**src/design/bbal_ram.sv**
```systemverilog
// generic single-write, single-read ram with registered read data
module bbal_ram #(
  parameter int WIDTH = 8,
  parameter int DEPTH = 16
) (
  input  logic                     clk,
  input  logic                     we,
  input  logic [$clog2(DEPTH)-1:0] waddr,
  input  logic [WIDTH-1:0]         wdata,
  input  logic [$clog2(DEPTH)-1:0] raddr,
  output logic [WIDTH-1:0]         rdata
);

  logic [WIDTH-1:0] mem [DEPTH];

  always_ff @(posedge clk) begin
    if (we) mem[waddr] <= wdata;
    rdata <= mem[raddr];
  end

endmodule

```
**config.mk**
```make
export PLATFORM = sky130hd
export DESIGN_NAME = bbal_ram
export DESIGN_NICKNAME = d
export VERILOG_FILES = /design/src/design/bbal_ram.sv
export SDC_FILE = /design/constraint.sdc
export NUM_CORES = 1
export LEC_CHECK = 0
export ABC_AREA = 1
export ABC_CLOCK_PERIOD_IN_PS = 4150
export BUFFER_PORTS_ARGS = -buffer_cell sky130_fd_sc_hd__buf_2
export CORE_MARGIN = 2
export CORE_UTILIZATION = 60
export DETAILED_ROUTE_END_ITERATION = 12
export PLACE_DENSITY = 0.89
export SLEW_MARGIN = 25
export SYNTH_ARGS = -nofsm -noshare
export SYNTH_HDL_FRONTEND = slang
export SYNTH_SLANG_ARGS = --single-unit
```
**constraint.sdc**
```tcl
create_clock -name clk -period 4.15 [get_ports clk]
set_clock_uncertainty 0.15 [all_clocks]
set_input_delay 1.245 -clock clk [delete_from_list [all_inputs] [get_ports clk]]
set_output_delay 1.245 -clock clk [all_outputs]
set_load 0.005 [all_outputs]
```
Word-level counts from Yosys, hierarchy flattened
Memories as Yosys holds them, arrays and structs flattened. A register that Yosys moved wholly into a read port is not among the register bits.
Index checks and enable logic that the tools add are counted.

storage, ports and cells
  register bits after elaboration = 0
  RAM bits = 128
  output and inout bits = 8
  logic and storage cells = 3
  memories kept = 1

operators by class
  muxes and demuxes = 2

memories
  memory  words  width  read ports  clocked after memory_dff  wr ports  line  source
  mem     16     8      1           1                         1         14    logic [WIDTH-1:0] mem [DEPTH];

operators with widths
  operator           count
  two-way mux 1 bit  2

Longest topological paths before layout
  depth after elaboration = 2
  depth in mapped cells = 8

Worst setup path after synthesis
No wires, ideal clock.

  path type = input port to flip-flop
  start point = input waddr[2]
  end point = memory mem[10][0], enable pin
  library setup time = 0.370 ns
  arrival time = 1.826 ns
  setup slack = 1.804 ns
  cell stages on the path = 2
  cell sequence = nand3b_1 -> nor2_1

RTL lines
  item         line  source
  from (decl)  8     input logic [$clog2(DEPTH)-1:0] waddr,
  to (decl)    14

Straight into the memory's write port.

Worst setup path after layout
  start point = input waddr[2]
  end point = memory mem[11][1], enable pin

Straight into the memory's write port.

==> out/metrics.csv <==
metric,value,unit
RSZ-0062 raised after global routing,false,
post-synthesis sequential area ratio,0.6943,
sequential share of power,0.449,
htree depth,4,
Yosys top cell area share,0.6665,
switching part of the total,0.2056,
"Avg Cell Area, Syn",10.47,sq um
CTS sink count,136,
Place WS,1.243,ns
DRC errors left,0,
# hold bufs at CTS,0,
grt total ovfl,0,
CP startpoint kind,input pin,
Nets,593,
Fill cells,613,
first-pass GRT wire length,20680,microns
Max-slew headroom,0.3376,
vias in the first global route,4001,
Mapped Area,5767,sq um
WL final,13450,microns
Syn. warnings,0,
Die ar.,10410,sq um
placement-stage cell area,5917,sq um
Port Buffers,25,
Final Max Tran Viols,0,
clock share of power,0.497,
Ports,26,
initial antenna violation count,0,
worst r2r path cells,6,
Num CTS Buffers,17,
Synth area leader,edfxtp_1,
Max VDD drop,0.3663,mV
Hold Path Depth,6,
Slew @ Worst Pin,0.9899,ns
Gate Count Post-Synth,551,
internal cell power,0.002732,W
WP data arrival,2.39,ns
P_sw,0.0007071,W
final hold viol count,0,
post-CTS setup buffers,0,
row count,35,
Max Clk Rate,416.1,MHz
TritonCTS clock tree,yes,
Critical Path RT,4.14,ns
post-route insts no fill,717,
vias,4046,
fin area,6595,sq um
Routed Antenna Nets,0,
Post-synth top cells,"nand2_1 (173), edfxtp_1 (128), inv_1 (100)",
drt via density,5.643,
Initial Utilization,0.6212,
final period utilization,0.5791,
Worst-Skew Late Latency,0.52,ns
dpl cells,685,
clock root buffer,clkbuf_8,
Leak,2.851,nW
GPL Wtd Cong,0.8353,
synthesized net count,569,
min Tclk post-route,2.403,ns
Worst-path clk slew,0.06,ns
per-cell routed wire length,18.75,microns
top-count cell post-synth,nand2_1,
Post-Route Setup TNS,0,ns
Gate power share,0.054,
type of the worst min-delay path,reg2reg,
CTS Buffer Depth,2,
drt first pass iters,7,
"FFs w/ async S/R, synth",0,
Unique masters post-synth,12,
post-CTS resize count,0,
Post-synth EDFFs,128,
Final Setup Violations,0,
critical path type,in2reg,
outcome,"complete, no violations",
layout cells sized above 1,0.1054,
pin count of the biggest net entering global routing,65,
post-detail-place hpwl,7513,microns
die width,102.0,microns
Max-Cap Viols,0,
initial drt markers,655,
DIE HEIGHT,102.0,microns
Overall Global Routing Usage,0.2782,
Core Region,9284,sq um
n_diodes,0,
Synth area leaders,"edfxtp_1 (67%), nand2_1 (11%), nand3_1 (8.4%)",
area grow syn2layout,14.36,%
setup ws final,1.747,ns
#FFs+latches synth,136,
Synth Flop Type,edfxtp_1,
crit-path max FO,8,
Pwr per Cell Area,521.4,nW/um^2
Setup crit end kind,register,
## placed cells by master, fill, tap and decap left out, types with 2 or more instances in the layout
master      netlist  final
clkbuf_8          0      4
bufinv_16         0      6
edfxtp_1        128    128
buf_4             4      4
clkinvlp_4        0      4
dfxtp_1           8      8
nor2_1           17     17
inv_1           100    100
nand3_1          97     97
nand2_1         173    173
nand3b_1          2      2
inv_2             2      2
buf_2            13     25
clkbuf_16         0     16
## sequential cells by signal, indices dropped and copies added (netlist names)
signal  flops
mem       128
rdata       8
## worst max-delay path, cell delays in order
cell	delay, ns
buf_2	0.12
nand3b_1	0.23
nor2_1	0.79
## per-stage QoR
step	util	hold WS, ns	power, W
2_1_floorplan	-	0.4574	0.001681
3_3_place_gp	0.6373	0.5189	0.001740
3_5_place_dp	0.6373	0.5331	0.001748
4_1_cts	0.7104	0.5525	0.003439
5_1_grt	0.7104	0.6184	0.003526
6_report	0.7104	0.5570	0.003439
## layer usage
| metal | track usage | routed length [microns] |
|---|---|---|
| met4 | 0.1385 | 501 |
| met5 | 0 | 0 |
| met1 | 0.3557 | 4896 |
| met2 | 0.4534 | 6682 |
| met3 | 0.06293 | 1364 |
## cell families (layout without fill, tap and decap cells)
group         Yosys count  after routing  share of synthesized area
buf+inv               126            163                    0.09525
flops                 136            136                     0.6943
simple gates          289            289                     0.2105
## path summary, 6_finish.rpt
check	from	end	slack [ns]
worst max-delay path	waddr[2]	mem[11][1]$_DFFE_PP_	1.75
worst min-delay path	mem[10][3]$_DFFE_PP_	rdata[3]$_DFF_P_	0.56
worst max register to register	mem[1][1]$_DFFE_PP_	rdata[1]$_DFF_P_	2.88
worst min register to register	mem[10][3]$_DFFE_PP_	rdata[3]$_DFF_P_	0.56
## power groups by stage
stage | Combinational (W) | Clock [W] | Sequential [W]
floorplan | 0.000108 | 0 | 0.00157
global placement | 0.000169 | 0 | 0.00157
detailed placement | 0.000175 | 0 | 0.00157
CTS | 0.000181 | 0.00171 | 0.00154
global route | 0.000201 | 0.00178 | 0.00155
finish | 0.000185 | 0.00171 | 0.00154
## layout make-up
cell class / count / area [sq um] / share of cell area
Timing Repair Buffer: 29 / 155.1 / 0.02352
Multi-Input combinational cell: 289 / 1214 / 0.1840
Inverter: 102 / 382.9 / 0.05805
Clock buffer: 21 / 459.2 / 0.06963
Sequential cell: 136 / 4004 / 0.6071
Tap cell: 129 / 161.4 / 0.02447
Clock inverter: 11 / 219.0 / 0.03320
No activity file was read; power rests on OpenSTA's default activity.
